==> src/design/fbr_pkg.sv <==
`timescale 1ns / 1ps
// Shared types and constants for the framed byte receiver with CRC-16 check.
// Used by framed_byte_receiver_crc_check_unit and its port checker.
package fbr_pkg;

   localparam int CSR_INDEX_W = 3;
   localparam int BYTE_W      = 8;
   localparam int CRC_W       = 16;

   localparam logic [CSR_INDEX_W-1:0] CSR_HEADER     = 3'd0;
   localparam logic [CSR_INDEX_W-1:0] CSR_TERMINATOR = 3'd1;
   localparam logic [CSR_INDEX_W-1:0] CSR_ACK        = 3'd2;
   localparam logic [CSR_INDEX_W-1:0] CSR_NACK       = 3'd3;

   localparam logic [BYTE_W-1:0] HEADER_RESET     = 8'h3A;
   localparam logic [BYTE_W-1:0] TERMINATOR_RESET = 8'h0A;
   localparam logic [BYTE_W-1:0] ACK_RESET        = 8'hAA;
   localparam logic [BYTE_W-1:0] NACK_RESET       = 8'hAF;

   localparam logic [CRC_W-1:0] CRC_INIT = 16'hFFFF;
   localparam logic [CRC_W-1:0] CRC_POLY = 16'hA001;

   typedef enum logic [3:0] {
      ST_IDLE,
      ST_LEN_RD,
      ST_LEN,
      ST_FETCH,
      ST_XOR,
      ST_SHIFT,
      ST_HI_RD,
      ST_HI,
      ST_LO,
      ST_RESP
   } state_type;

   function automatic logic [CRC_W-1:0] crc_bit_step(input logic [CRC_W-1:0] crc);
      logic [CRC_W-1:0] shifted;
      shifted = crc >> 1;
      return crc[0] ? (shifted ^ CRC_POLY) : shifted;
   endfunction

endpackage

==> src/design/framed_byte_receiver_crc_check_unit.sv <==
`timescale 1ns / 1ps
// Framed byte receiver: frame store, frame delimiting and CRC-16/Modbus check.
// Depends on fbr_pkg for state type, register indexes and CRC constants.
//
// Usage:
//   Request channel (req_valid / req_stall / req_rx_byte) carries one received
//   byte per beat. While idle, a byte equal to the header code opens a frame;
//   every byte of an open frame is stored, and the terminator code closes it.
//   Bytes past the store capacity are dropped; a terminator still closes.
//   Response channel (rsp_valid / rsp_stall / rsp_reply_byte / rsp_frame_good)
//   carries one beat per closed frame: ack or nack code and the match flag.
//   Bytes that do not close a frame are taken without a stall while idle. The
//   closing byte starts a check that one bit-serial CRC unit and the single
//   store read port walk over N bytes (N = stored length byte), each with one
//   store read, one xor and eight shift steps; when N + 2 reaches the store
//   depth the walk is skipped and the reply is a nack. The response holds
//   until taken; req_stall stays high after the closing beat until then.
//   Reset: synchronous, active high; control and CSR registers take defaults;
//   every store entry reads as zero until written. No clearing pass is needed.
//   A stalled response holds its payload and keeps the request side stalled.
//   Configuration writes (csr_*) take effect at once and belong in idle time.
module framed_byte_receiver_crc_check_unit #(
   parameter int STORE_DEPTH = 32
) (
   input  logic                            clock,
   input  logic                            reset,
   input  logic                            req_valid,
   output logic                            req_stall,
   input  logic [fbr_pkg::BYTE_W-1:0]      req_rx_byte,
   output logic                            rsp_valid,
   input  logic                            rsp_stall,
   output logic [fbr_pkg::BYTE_W-1:0]      rsp_reply_byte,
   output logic                            rsp_frame_good,
   input  logic                            csr_write_enable,
   input  logic [fbr_pkg::CSR_INDEX_W-1:0] csr_index,
   input  logic [fbr_pkg::BYTE_W-1:0]      csr_write_data
);
   import fbr_pkg::*;

   localparam int AW = $clog2(STORE_DEPTH);
   localparam int PW = $clog2(STORE_DEPTH + 1);
   localparam int LW = 10;
   localparam logic [PW-1:0] POS_FULL = PW'(STORE_DEPTH);
   localparam logic [LW-1:0] LEN_LIMIT = LW'(STORE_DEPTH);

   logic [BYTE_W-1:0] header_ff, terminator_ff, ack_ff, nack_ff;

   state_type state_ff, state_in;
   logic              in_frame_ff, in_frame_in;
   logic [PW-1:0]     pos_ff, pos_in;
   logic [AW-1:0]     len_ff, len_in;
   logic [AW-1:0]     idx_ff, idx_in;
   logic [2:0]        bit_ff, bit_in;
   logic [CRC_W-1:0]  crc_ff, crc_in;
   logic              hi_ok_ff, hi_ok_in;
   logic [BYTE_W-1:0] reply_ff, reply_in;
   logic              good_ff, good_in;

   logic [BYTE_W-1:0]      mem [STORE_DEPTH];
   logic [STORE_DEPTH-1:0] valid_ff;
   logic [BYTE_W-1:0]      rd_data_ff;
   logic                   rd_valid_ff;
   logic [AW-1:0]          rd_addr;
   logic [BYTE_W-1:0]      rd_byte;
   logic                   wr_en;
   logic [AW-1:0]          wr_addr;

   logic              req_accept;
   logic              opening;
   logic              frame_live;
   logic [PW-1:0]     pos_eff;
   logic [LW-1:0]     len_plus2;

   assign req_accept = req_valid && !req_stall;
   assign rd_byte    = rd_valid_ff ? rd_data_ff : '0;
   assign len_plus2  = LW'(rd_byte) + LW'(2);

   always_ff @(posedge clock) begin
      if (reset) begin
         header_ff     <= HEADER_RESET;
         terminator_ff <= TERMINATOR_RESET;
         ack_ff        <= ACK_RESET;
         nack_ff       <= NACK_RESET;
      end else if (csr_write_enable) begin
         case (csr_index)
            CSR_HEADER:     header_ff     <= csr_write_data;
            CSR_TERMINATOR: terminator_ff <= csr_write_data;
            CSR_ACK:        ack_ff        <= csr_write_data;
            CSR_NACK:       nack_ff       <= csr_write_data;
            default: ;
         endcase
      end
   end

   always_ff @(posedge clock) begin
      if (wr_en) begin
         mem[wr_addr] <= req_rx_byte;
      end
      rd_data_ff <= mem[rd_addr];
   end

   always_ff @(posedge clock) begin
      if (reset) begin
         valid_ff    <= '0;
         rd_valid_ff <= 1'b0;
      end else begin
         if (wr_en) begin
            valid_ff[wr_addr] <= 1'b1;
         end
         rd_valid_ff <= valid_ff[rd_addr];
      end
   end

   always_ff @(posedge clock) begin
      if (reset) begin
         state_ff    <= ST_IDLE;
         in_frame_ff <= 1'b0;
         pos_ff      <= '0;
      end else begin
         state_ff    <= state_in;
         in_frame_ff <= in_frame_in;
         pos_ff      <= pos_in;
      end
   end

   always_ff @(posedge clock) begin
      len_ff   <= len_in;
      idx_ff   <= idx_in;
      bit_ff   <= bit_in;
      crc_ff   <= crc_in;
      hi_ok_ff <= hi_ok_in;
      reply_ff <= reply_in;
      good_ff  <= good_in;
   end

   always_comb begin
      state_in    = state_ff;
      in_frame_in = in_frame_ff;
      pos_in      = pos_ff;
      len_in      = len_ff;
      idx_in      = idx_ff;
      bit_in      = bit_ff;
      crc_in      = crc_ff;
      hi_ok_in    = hi_ok_ff;
      reply_in    = reply_ff;
      good_in     = good_ff;
      req_stall   = 1'b1;
      rsp_valid   = 1'b0;
      wr_en       = 1'b0;
      rd_addr     = '0;
      opening     = !in_frame_ff && (req_rx_byte == header_ff);
      frame_live  = in_frame_ff || opening;
      pos_eff     = opening ? '0 : pos_ff;
      wr_addr     = pos_eff[AW-1:0];

      case (state_ff)
         ST_IDLE: begin
            req_stall = 1'b0;
            if (req_valid && frame_live) begin
               in_frame_in = 1'b1;
               pos_in      = pos_eff;
               if (pos_eff < POS_FULL) begin
                  wr_en = 1'b1;
               end
               if (req_rx_byte == terminator_ff) begin
                  in_frame_in = 1'b0;
                  pos_in      = '0;
                  state_in    = ST_LEN_RD;
               end else if (pos_eff < POS_FULL) begin
                  pos_in = pos_eff + PW'(1);
               end
            end
         end
         ST_LEN_RD: begin
            rd_addr  = AW'(2);
            state_in = ST_LEN;
         end
         ST_LEN: begin
            len_in = rd_byte[AW-1:0];
            crc_in = CRC_INIT;
            idx_in = AW'(1);
            if (len_plus2 >= LEN_LIMIT) begin
               reply_in = nack_ff;
               good_in  = 1'b0;
               state_in = ST_RESP;
            end else if (rd_byte == '0) begin
               state_in = ST_HI_RD;
            end else begin
               state_in = ST_FETCH;
            end
         end
         ST_FETCH: begin
            rd_addr  = idx_ff;
            state_in = ST_XOR;
         end
         ST_XOR: begin
            crc_in   = crc_ff ^ CRC_W'(rd_byte);
            bit_in   = '0;
            state_in = ST_SHIFT;
         end
         ST_SHIFT: begin
            crc_in = crc_bit_step(crc_ff);
            bit_in = bit_ff + 3'd1;
            if (bit_ff == 3'd7) begin
               if (idx_ff == len_ff) begin
                  state_in = ST_HI_RD;
               end else begin
                  idx_in   = idx_ff + AW'(1);
                  state_in = ST_FETCH;
               end
            end
         end
         ST_HI_RD: begin
            rd_addr  = len_ff + AW'(1);
            state_in = ST_HI;
         end
         ST_HI: begin
            rd_addr  = len_ff + AW'(2);
            hi_ok_in = (rd_byte == crc_ff[CRC_W-1:BYTE_W]);
            state_in = ST_LO;
         end
         ST_LO: begin
            good_in  = hi_ok_ff && (rd_byte == crc_ff[BYTE_W-1:0]);
            reply_in = (hi_ok_ff && (rd_byte == crc_ff[BYTE_W-1:0])) ? ack_ff : nack_ff;
            state_in = ST_RESP;
         end
         ST_RESP: begin
            rsp_valid = 1'b1;
            if (!rsp_stall) begin
               state_in = ST_IDLE;
            end
         end
         default: begin
            state_in = ST_IDLE;
         end
      endcase
   end

   assign rsp_reply_byte = reply_ff;
   assign rsp_frame_good = good_ff;

endmodule

==> config.mk <==
export PLATFORM = sky130hd
export DESIGN_NAME = framed_byte_receiver_crc_check_unit
export DESIGN_NICKNAME = d
export VERILOG_FILES = /design/src/design/fbr_pkg.sv /design/src/design/framed_byte_receiver_crc_check_unit.sv
export SDC_FILE = /design/constraint.sdc
export NUM_CORES = 1
export LEC_CHECK = 0
export ABC_CLOCK_PERIOD_IN_PS = 3560
export BUFFER_PORTS_ARGS = -buffer_cell sky130_fd_sc_hd__buf_2
export CELL_PAD_IN_SITES_DETAIL_PLACEMENT = 2
export CELL_PAD_IN_SITES_GLOBAL_PLACEMENT = 2
export CORE_MARGIN = 10
export CORE_UTILIZATION = 43
export DETAILED_ROUTE_END_ITERATION = 12
export PLACE_DENSITY_LB_ADDON = 0.3
export RECOVER_POWER = 50
export SYNTH_ARGS = -nofsm -noshare
export SYNTH_HDL_FRONTEND = slang
export SYNTH_SLANG_ARGS = --single-unit
==> constraint.sdc <==
create_clock -name clock -period 3.56 [get_ports clock]
set_input_delay 0.712 -clock clock [delete_from_list [all_inputs] [get_ports clock]]
set_output_delay 0.712 -clock clock [all_outputs]
set_load 0.03 [all_outputs]
Word-level counts from Yosys, hierarchy flattened:

Memories as Yosys holds them, arrays and structs flattened. A register that Yosys moved wholly into a read port is not among the register bits.
Cells that the tools add are included.

* register bits after elaboration: 115
* memory bits (writable): 256
* input port bits: 24
* output and inout bits: 11
* logic and storage cells: 112
* memories kept: 1

* add/subtract/negate cells: 6
* order comparisons: 5
* eq/ne operators: 24
* muxes and demuxes: 36
* bitwise operators: 3
* reduce and logical (&&, ||, !) cells: 21

Memory list
* mem: words 32, bits a word 8, rd ports 1, clocked after Yosys merged registers in 1, write ports 1, line framed_byte_receiver_crc_check_unit.sv:59 `logic [BYTE_W-1:0] mem [STORE_DEPTH];`

Operators by type and width (number)
* $pmux W16 S3: 1
* $pmux W4 S10: 1
* $eq A8 B8 Y1: 4
* $or A32 B32 Y32: 1
* $mux W8: 3
* $mux W4: 5
* $pmux W5 S4: 1
* $mux W6: 3
* $eq A4 B3 Y1 const B: 4
* $mux W16: 1
* $pmux W8 S2: 1
* $xor A16 B8 Y16: 1
* $lt A5 B6 Y1 const B: 2
* $reduce_and A2 Y1: 6
* $mux W1: 11
* $add A5 B1 Y5 const B: 2
* $mux W5: 2
* $pmux W5 S2: 1
* $add A8 B2 Y9 const B: 1
* $ge A9 B6 Y1 const B: 1
* $eq A4 B2 Y1 const B: 2
* $eq A4 B4 Y1 const B: 2
* $logic_not A8 Y1: 1
* $ne A2 B2 Y1 const B: 4
* 26 further kinds: 34

Depth between registers and ports, before layout:

Gate-level depths: netlist (run 1).

* depth in word-level cells: 9
* gate-level depth with buffers: 11
* mapped depth without buffers: 10

Least setup slack after synthesis (run 1):

OpenSTA, ideal clock, no wires.

* kind: input to register
* from: input port req_rx_byte[1] (netlist name)
* to: memory mem[13][0], enable pin
* arrival time: 2517 ps
* required time: 3190 ps
* slack: 673 ps
* stages on the path: 9
* path through: xor2_1 -> nor4_1 -> nand3b_1 -> clkbuf_1 -> and2_1 -> inv_1 -> ha_1 -> nand2_1 -> nor2_1

* word-level cells in the longest chain between the ends: 9
* elaborated cells on any way between the ends: 11
* classes of those cells: order compare: 1; eq/ne: 1; mux: 6; reduce/logical: 3

RTL lines
* start: declaration: line framed_byte_receiver_crc_check_unit.sv:29 `input logic [fbr_pkg::BYTE_W-1:0] req_rx_byte,`
* $eq A8 B8 Y1 (*): line framed_byte_receiver_crc_check_unit.sv:151 `opening = !in_frame_ff && (req_rx_byte == header_ff);`
* $logic_and A1 B1 Y1 (*): line framed_byte_receiver_crc_check_unit.sv:151
* $mux W6: line framed_byte_receiver_crc_check_unit.sv:153 `pos_eff = opening ? '0 : pos_ff;`
* $lt A6 B6 Y1: line framed_byte_receiver_crc_check_unit.sv:162 `if (pos_eff < POS_FULL) begin`
* $mux W1: line framed_byte_receiver_crc_check_unit.sv:162
* $mux W1: line framed_byte_receiver_crc_check_unit.sv:159 `if (req_valid && frame_live) begin`
* $mux W1: line framed_byte_receiver_crc_check_unit.sv:156 `case (state_ff)`
* $mux W1: line framed_byte_receiver_crc_check_unit.sv:96 `if (wr_en) begin`
* $mux W1 (not written as such): line framed_byte_receiver_crc_check_unit.sv:97 `mem[wr_addr] <= req_rx_byte;`
* end: declaration: line framed_byte_receiver_crc_check_unit.sv:59

Mark *: on every way between the ends. The rest lies on a longest branch, timed or not.

Worst setup path in the final report (run 1):

* from: register len_ff[0]
* to: register rd_data_ff[5] (read register of mem)

* word-level cells in the longest chain between the ends: 2
* elaborated cells on any way between the ends: 3
* classes of those cells: add/sub: 2; mux: 1

RTL lines
* start: declaration: line framed_byte_receiver_crc_check_unit.sv:51 `logic [AW-1:0] len_ff, len_in;`
* start signal: assignment: line framed_byte_receiver_crc_check_unit.sv:127 `len_ff <= len_in;`
* $add A5 B2 Y5 / $add A5 B1 Y5 (equally long branches): line framed_byte_receiver_crc_check_unit.sv:218, framed_byte_receiver_crc_check_unit.sv:214
* $pmux W5 S4 (*): line framed_byte_receiver_crc_check_unit.sv:156
* end: declaration: line framed_byte_receiver_crc_check_unit.sv:61 `logic [BYTE_W-1:0] rd_data_ff;`

Marks and branches as above.
A chain may end at the register's enable or synchronous reset.

==> run metrics, run 1 <==
final worst path period share=between 90% and 100%; synth cell count leaders=295 x edfxtp_1, 283 x nand2_1, 105 x nor2_1; final RePlAce weighted congestion=roughly 0.84; post-CTS resize count=0; Crit-path slowest cell=o22a_4; max_cap viols=3; Worst Skew=roughly 0.020 ns; final hold violations=0; count leader, synth=edfxtp_1; sequential share of the synthesized area=about 65%; Worst Hold Endpoint=terminator_ff[5]; initial antenna violation count=0; dpl hpwl=between 30 and 40 mm; First-pass DRT Iterations=6; Worst-path clk slew=approximately 0.07 ns; status=complete, but fails checks; Worst R2R Start=len_ff[0]; P&R area growth vs syn=14.8%; Relative slew margins=-58.7%; synth top area cells=edfxtp_1 54%, dfxtp_1 10%, nand2_1 6.5%; Ports=35; ys async rst share=0%; clock sinks=approximately 380; crit-path cells=ha_1 -> xnor2_1 -> o22a_4 -> buf_4 -> nand2_1 -> and3_1 -> o32ai_1 -> a221oi_1 -> mux2i_1; Critical Path Source Type=flip-flop; Mapped Area=about 16000 um^2; highest clock rate=just under 300 MHz; Ys Warns=0; minimum clock period=3.45 ns; Crit path max-delay family=compound AO/OA/AOI/OAI gates; Setup crit start=len_ff[0]; die area=approximately 46000 um^2; num rows=between 70 and 80; Post-Layout Cell Count=1995; total gr overflow=0; Max clock buf depth=3; DP Cell Count=1921; vias in the first global route=approximately 13000; Worst setup EP type=flip-flop; worst hold path depth=3; Starting Density=approximately 43%; via count=11700; Data arrival, critical path=about 3.9 ns; share of the synthesized area in the top cell type=a little over half; r2r setup slk=~0.11 ns; RSZ-0062 raised after global routing=false; Distinct cells, synth=between 60 and 70; WP buf/inv=1; TritonCTS Buffers=41; Hold Crit Class=primary input to flip-flop; syn_nets=1409; reg-to-reg endpoint=rd_data_ff[5]; NumNets Final=roughly 1500; Syn Inst Count=around 1400; CP max FO=between 40 and 50; leading area contributor after synthesis=edfxtp_1; DRT Wirelength=roughly 56 mm; DRC Markers=0; worst IR drop on VDD=0.463 mV; slowest stage delay, CP=0.65 ns; post-synthesis register bit count=379; share of post-route cells with drive strength above 1=12.9%; Core Footprint=between 30000 and 40000 um^2; chip height=around 210 um; root buf cell=clkbuf_16; FF-to-FF path depth=9; I/O Buffers=34; Clock Latency Late Sink=between 0.5 and 0.6 ns; CTS tree=yes; worst slew pin tran=approximately 2.4 ns; total setup buffers inserted after CTS=0; # setup viols final=0; Slew Viols, Final=between 100 and 150; DR WL/cell=between 20 and 30 um; worst min-delay path startpoint=csr_write_data[5]; Vias/cell=5.88; overall power=between 9 and 10 mW; crit path kind=flip-flop to flip-flop; synthesized area per cell=11.9 um^2; pwr/cell area=492 nW/um^2; Worst Path Required=4.02 ns; Iter 0 DRT Violations=between 1000 and 1500; Post-synth top flop=edfxtp_1; largest net degree at the start of global routing=a little over 70; width of the die=approximately 210 um; failing checks=capacitance limit, slew limit; Final Core Density=between 40% and 50%; H-tree levels=2; n_diodes=0; Lkg Pwr=between 6 and 7 nW; DRT antenna net count=0; Worst path depth=9; gr usage total=a little under a quarter; Post-synth EDFFs=295; first-pass GRT wire length=around 84 mm
==> placed cells by master, fill, tap and decap left out, types with 12 or more instances in the layout <==
cell       synthesis  layout
nand3b_1          20      20
buf_4              3      66
clkbuf_1          40      33
edfxtp_1         295     295
xnor2_1           12      12
and3_1            72      72
a31oi_1           36      36
o21ai_0           20      20
a21oi_1           64      64
o32ai_1           16      16
mux2i_1           62      62
dfxtp_1           84      84
mux2_2            25      25
xor2_1            31      31
nand2_1          283     283
clkbuf_16          0      44
a221oi_1          15      15
buf_2             30      16
nand3_1           21      21
nor2_1           105     105
==> sequential cells by signal, indices dropped and copies added, names as in the netlist <==
| signal | count |
|---|---|
| rd_data_ff | 8 |
| bit_ff | 3 |
| rsp_reply_byte | 8 |
| terminator_ff | 8 |
| idx_ff | 5 |
| mem | 256 |
| nack_ff | 8 |
| in_frame_ff | 1 |
| crc_ff | 16 |
| hi_ok_ff | 1 |
| rd_valid_ff | 1 |
| valid_ff | 32 |
| pos_ff | 6 |
| rsp_frame_good | 1 |
| len_ff | 5 |
| ack_ff | 8 |
| state_ff | 4 |
| header_ff | 8 |
==> cells by family after synthesis <==
logic type	synth area share, %
flip-flops	64.6
multiplexers	6.08
AO/OA/AOI/OAI	7.81
adder cells (fa/ha/maj)	0.767
AND/OR/NAND/NOR	16.1
XOR/XNOR	2.31
buffers and inverters	2.37
==> worst min-delay path: cells and delay by family <==
family / cells / cell delay (ns)
AOI/OAI and AO/OA: 1 / 0.05
buffers and inverters: 1 / 0.14
and+or+nand+nor: 1 / 0.06
==> power by group <==
| group | total [mW] | internal [mW] | switching (mW) |
|---|---|---|---|
| registers | 4.77 | 4.76 | 0.00903 |
| clock network | 4.27 | 2.45 | 1.82 |
| logic | 0.170 | 0.0372 | 0.133 |
| total | 9.22 | 7.25 | 1.96 |
==> metal layers <==
| metal | wire length, um | track usage [%] |
|---|---|---|
| met3 | 2930 | 3.71 |
| met1 | 22400 | 28.6 |
| met4 | 2020 | 9.31 |
| met2 | 29100 | 42.5 |
| met5 | 0 | 0 |
==> area by class of cell <==
class	count	area, um^2
Clock buffer	58	1210
Clock inverter	16	110
Fill cell	3716	18800
Inverter	10	37.5
Multi-Input combinational cell	908	5420
Sequential cell	379	10500
Tap cell	511	639
Timing Repair Buffer	113	774
==> worst max path at each step <==
stage	to	slack [ns]
6_report	rd_data_ff[5]	0.11
5_1_grt	rd_data_ff[5]	0.005
4_1_cts	rd_data_ff[5]	0.08
3_5_place_dp	mem[21][6]	-0.06
3_3_place_gp	mem[21][2]	-0.08
2_1_floorplan	mem[13][0]	0.67
==> stage by stage <==
| stage | setup WS, ns | instance area, um^2 | hold WS (ns) | setup TNS, ns |
|---|---|---|---|---|
| 3_5_place_dp | -0.0554 | 17500 | 0.450 | -1.30 |
| 2_1_floorplan | 0.673 | 16300 | 0.431 | 0 |
| 3_3_place_gp | -0.0803 | 17500 | 0.439 | -0.698 |
| 5_1_grt | 0.00489 | 18700 | 0.447 | 0 |
| 4_1_cts | 0.0810 | 18800 | 0.421 | 0 |
| 6_report | 0.105 | 18700 | 0.441 | 0 |
==> what timing repair did <==
item,CTS,global route
hold buffers,0,0
setup endpoints to repair,0,1
hold endpoints to repair,0,0
(Power assumes the default switching activity.)
==> run 2: changes to the inputs <==
- CTS_BUF_LIST: unset -> sky130_fd_sc_hd__clkbuf_16
- SETUP_SLACK_MARGIN: unset -> 0.15
==> run 2 against run 1 <==
  * Critical path depth unchanged
  * The run still ends with capacitance limit, slew limit left
  * First-iteration DRC count decreased by 12%
  * Clock skew decreased by 0.0016 ns
  * Global-route usage increased by 0.35 points
  * Count of clock-buffer cells in the layout decreased by 14
  * Worst hold slack improved by 0.0034 ns
  * Cell count about the same
  * Sequential cell count unchanged
  * Via count increased by 0.47%
  * Sequential share of layout area increased by 0.057 points
  * Sequential power about the same
  * Worst setup slack improved by 0.10 ns
==> run metrics, run 2 (synthesis gave the netlist of run 1 again) <==
slowest stage delay, CP=0.52 ns (-0.13 ns); status=complete, but fails checks; overall power=9.08 mW (-1.5%); # setup viols final=0 (unchanged); Worst-path clk slew=0.06 ns (about the same); final hold violations=0 (unchanged); via count=11800 (+0.47%); num rows=71 (unchanged); RSZ-0062 raised after global routing=false; I/O Buffers=34 (unchanged); clock sinks=379 (unchanged); Iter 0 DRT Violations=985 (-12%); max_cap viols=3 (unchanged); share of post-route cells with drive strength above 1=13.1% (+0.13 points); NumNets Final=1488 (+0.067%); DRT antenna net count=0 (unchanged); first-pass GRT wire length=85.3 mm (+1.2%); Clock Latency Late Sink=0.58 ns (about the same); chip height=215 um (unchanged); Top Registers=mem (256), valid_ff (32), crc_ff (16); Lkg Pwr=6.47 nW (+0.25%); total gr overflow=0 (unchanged); gr usage total=24.3% (+0.35 points); highest clock rate=298 MHz (+3.1%); minimum clock period=3.35 ns (-0.104 ns); CP max FO=22 (-50%); initial antenna violation count=0 (unchanged); H-tree levels=2 (unchanged); Crit path max-delay family=compound AO/OA/AOI/OAI gates; Data arrival, critical path=3.81 ns (-0.10 ns); die area=46100 um^2 (unchanged); crit-path cells=ha_1 -> mux2i_2 -> o22a_4 -> buf_4 -> nand2_1 -> and3_1 -> o32ai_1 -> a221oi_1 -> mux2i_1; dpl hpwl=36.3 mm (unchanged); final worst path period share=94.1% (-2.9 points); worst slew pin tran=2.41 ns (+0.0298 ns); vias in the first global route=12900 (+0.015%); worst IR drop on VDD=0.417 mV (-10%); Ports=35 (unchanged); final worst slack=0.209 ns (+0.104 ns); commonest non-fill, non-tap cell in the layout=edfxtp_1; DR WL/cell=28.8 um (+1.9%); commonest cells after routing, fill and taps aside=295 x edfxtp_1, 283 x nand2_1, 105 x nor2_1, 84 x dfxtp_1, 72 x and3_1; Top reg by flops=mem; Max clock buf depth=3 (unchanged); DRC Markers=0 (unchanged); max FFs per register=256 (unchanged); Vias/cell=5.90 (+0.42%); DRT Wirelength=57.6 mm (+1.9%); Worst setup EP type=flip-flop; Crit-path slowest cell=edfxtp_1; Worst Path Required=4.02 ns (about the same); Hold Crit Class=primary input to flip-flop; Relative slew margins=-60.7% (-2.0 points); pwr/cell area=485 nW/um^2 (-1.4%); First-pass DRT Iterations=5 (-1); n_diodes=0 (unchanged); P&R area growth vs syn=14.7%; Worst Skew=0.0182 ns (-0.00165 ns); final RePlAce weighted congestion=0.844 (unchanged); TritonCTS Buffers=41 (unchanged); dpl ws=-0.0554 ns (unchanged); width of the die=215 um (unchanged); Starting Density=43.4% (unchanged); Core Footprint=37600 um^2 (unchanged); Critical Path Source Type=flip-flop; largest net degree at the start of global routing=72 (unchanged); root buf cell=clkbuf_16; WP buf/inv=1 (unchanged); failing checks=capacitance limit, slew limit; CTS tree=yes; crit path kind=flip-flop to flip-flop; setup_tns=0 ns (unchanged); Slew Viols, Final=121 (unchanged)
[run 2: cell count changes in the layout (fill, tap and decap cells not counted), moves of 5 or more]
cell      before  now
clkbuf_1      33   24
inv_1         10   18
clkbuf_8       6    0
clkinv_1       5   10
[run 2: final timing paths]
| kind | from | endpoint | slack (ns) | cells after the start |
|---|---|---|---|---|
| min reg2reg | nack_ff[4] | nack_ff[4] | 0.46 | 2 |
| max | len_ff[2] | rd_data_ff[5] | 0.21 | 9 |
| min | csr_write_data[5] | terminator_ff[5] | 0.44 | 3 |
| max reg2reg | len_ff[2] | rd_data_ff[5] | 0.21 | 9 |
[run 2: where the power goes]
| part | switching [mW] | internal (mW) |
|---|---|---|
| logic | 0.132 | 0.0372 |
| registers | 0.00872 | 4.76 |
| clock network | 1.83 | 2.30 |
[run 2: repair_timing]
action                     in CTS  in global routing
resized for setup               3                  1
gates cloned                    1                  0
pin swaps                       1                  0
buffers inserted                0                  0
hold buffers                    0                  0
setup endpoints to repair       1                  1
[run 2: worst min-delay path: cells and delay by family]
family                 cells  cell delay (ns)
buffers and inverters      1             0.14
and+or+nand+nor            1             0.06
AOI/OAI and AO/OA          1             0.05
[run 2: metrics by stage]
step	instances	utilization, %	instance area [um^2]	hold WS [ns]
floorplan	1375	-	16300	0.431
detailed placement	1921	46.5	17500	0.450
CTS	1996	49.9	18800	0.430
global placement	1921	46.5	17500	0.439
global route	1996	49.8	18700	0.450
finish	1996	49.8	18700	0.445
[run 2: area by class of cell]
class	instances	area [um^2]
inverter	10	37.5
timing repair buffer	113	778
multi-input combinational	909	5460
fill	3711	18900
sequential	379	10500
tap	511	639
clock inverter	30	163
clock buffer	44	1100
[run 2: layer usage]
metal  GRT usage (%)  vias up  wire (um)
met2            42.9      394      29700
met5               0        -          0
met4            10.4        0       2180
li1                -     5152          -
met3            3.50      133       2760
met1            29.0     6107      22900
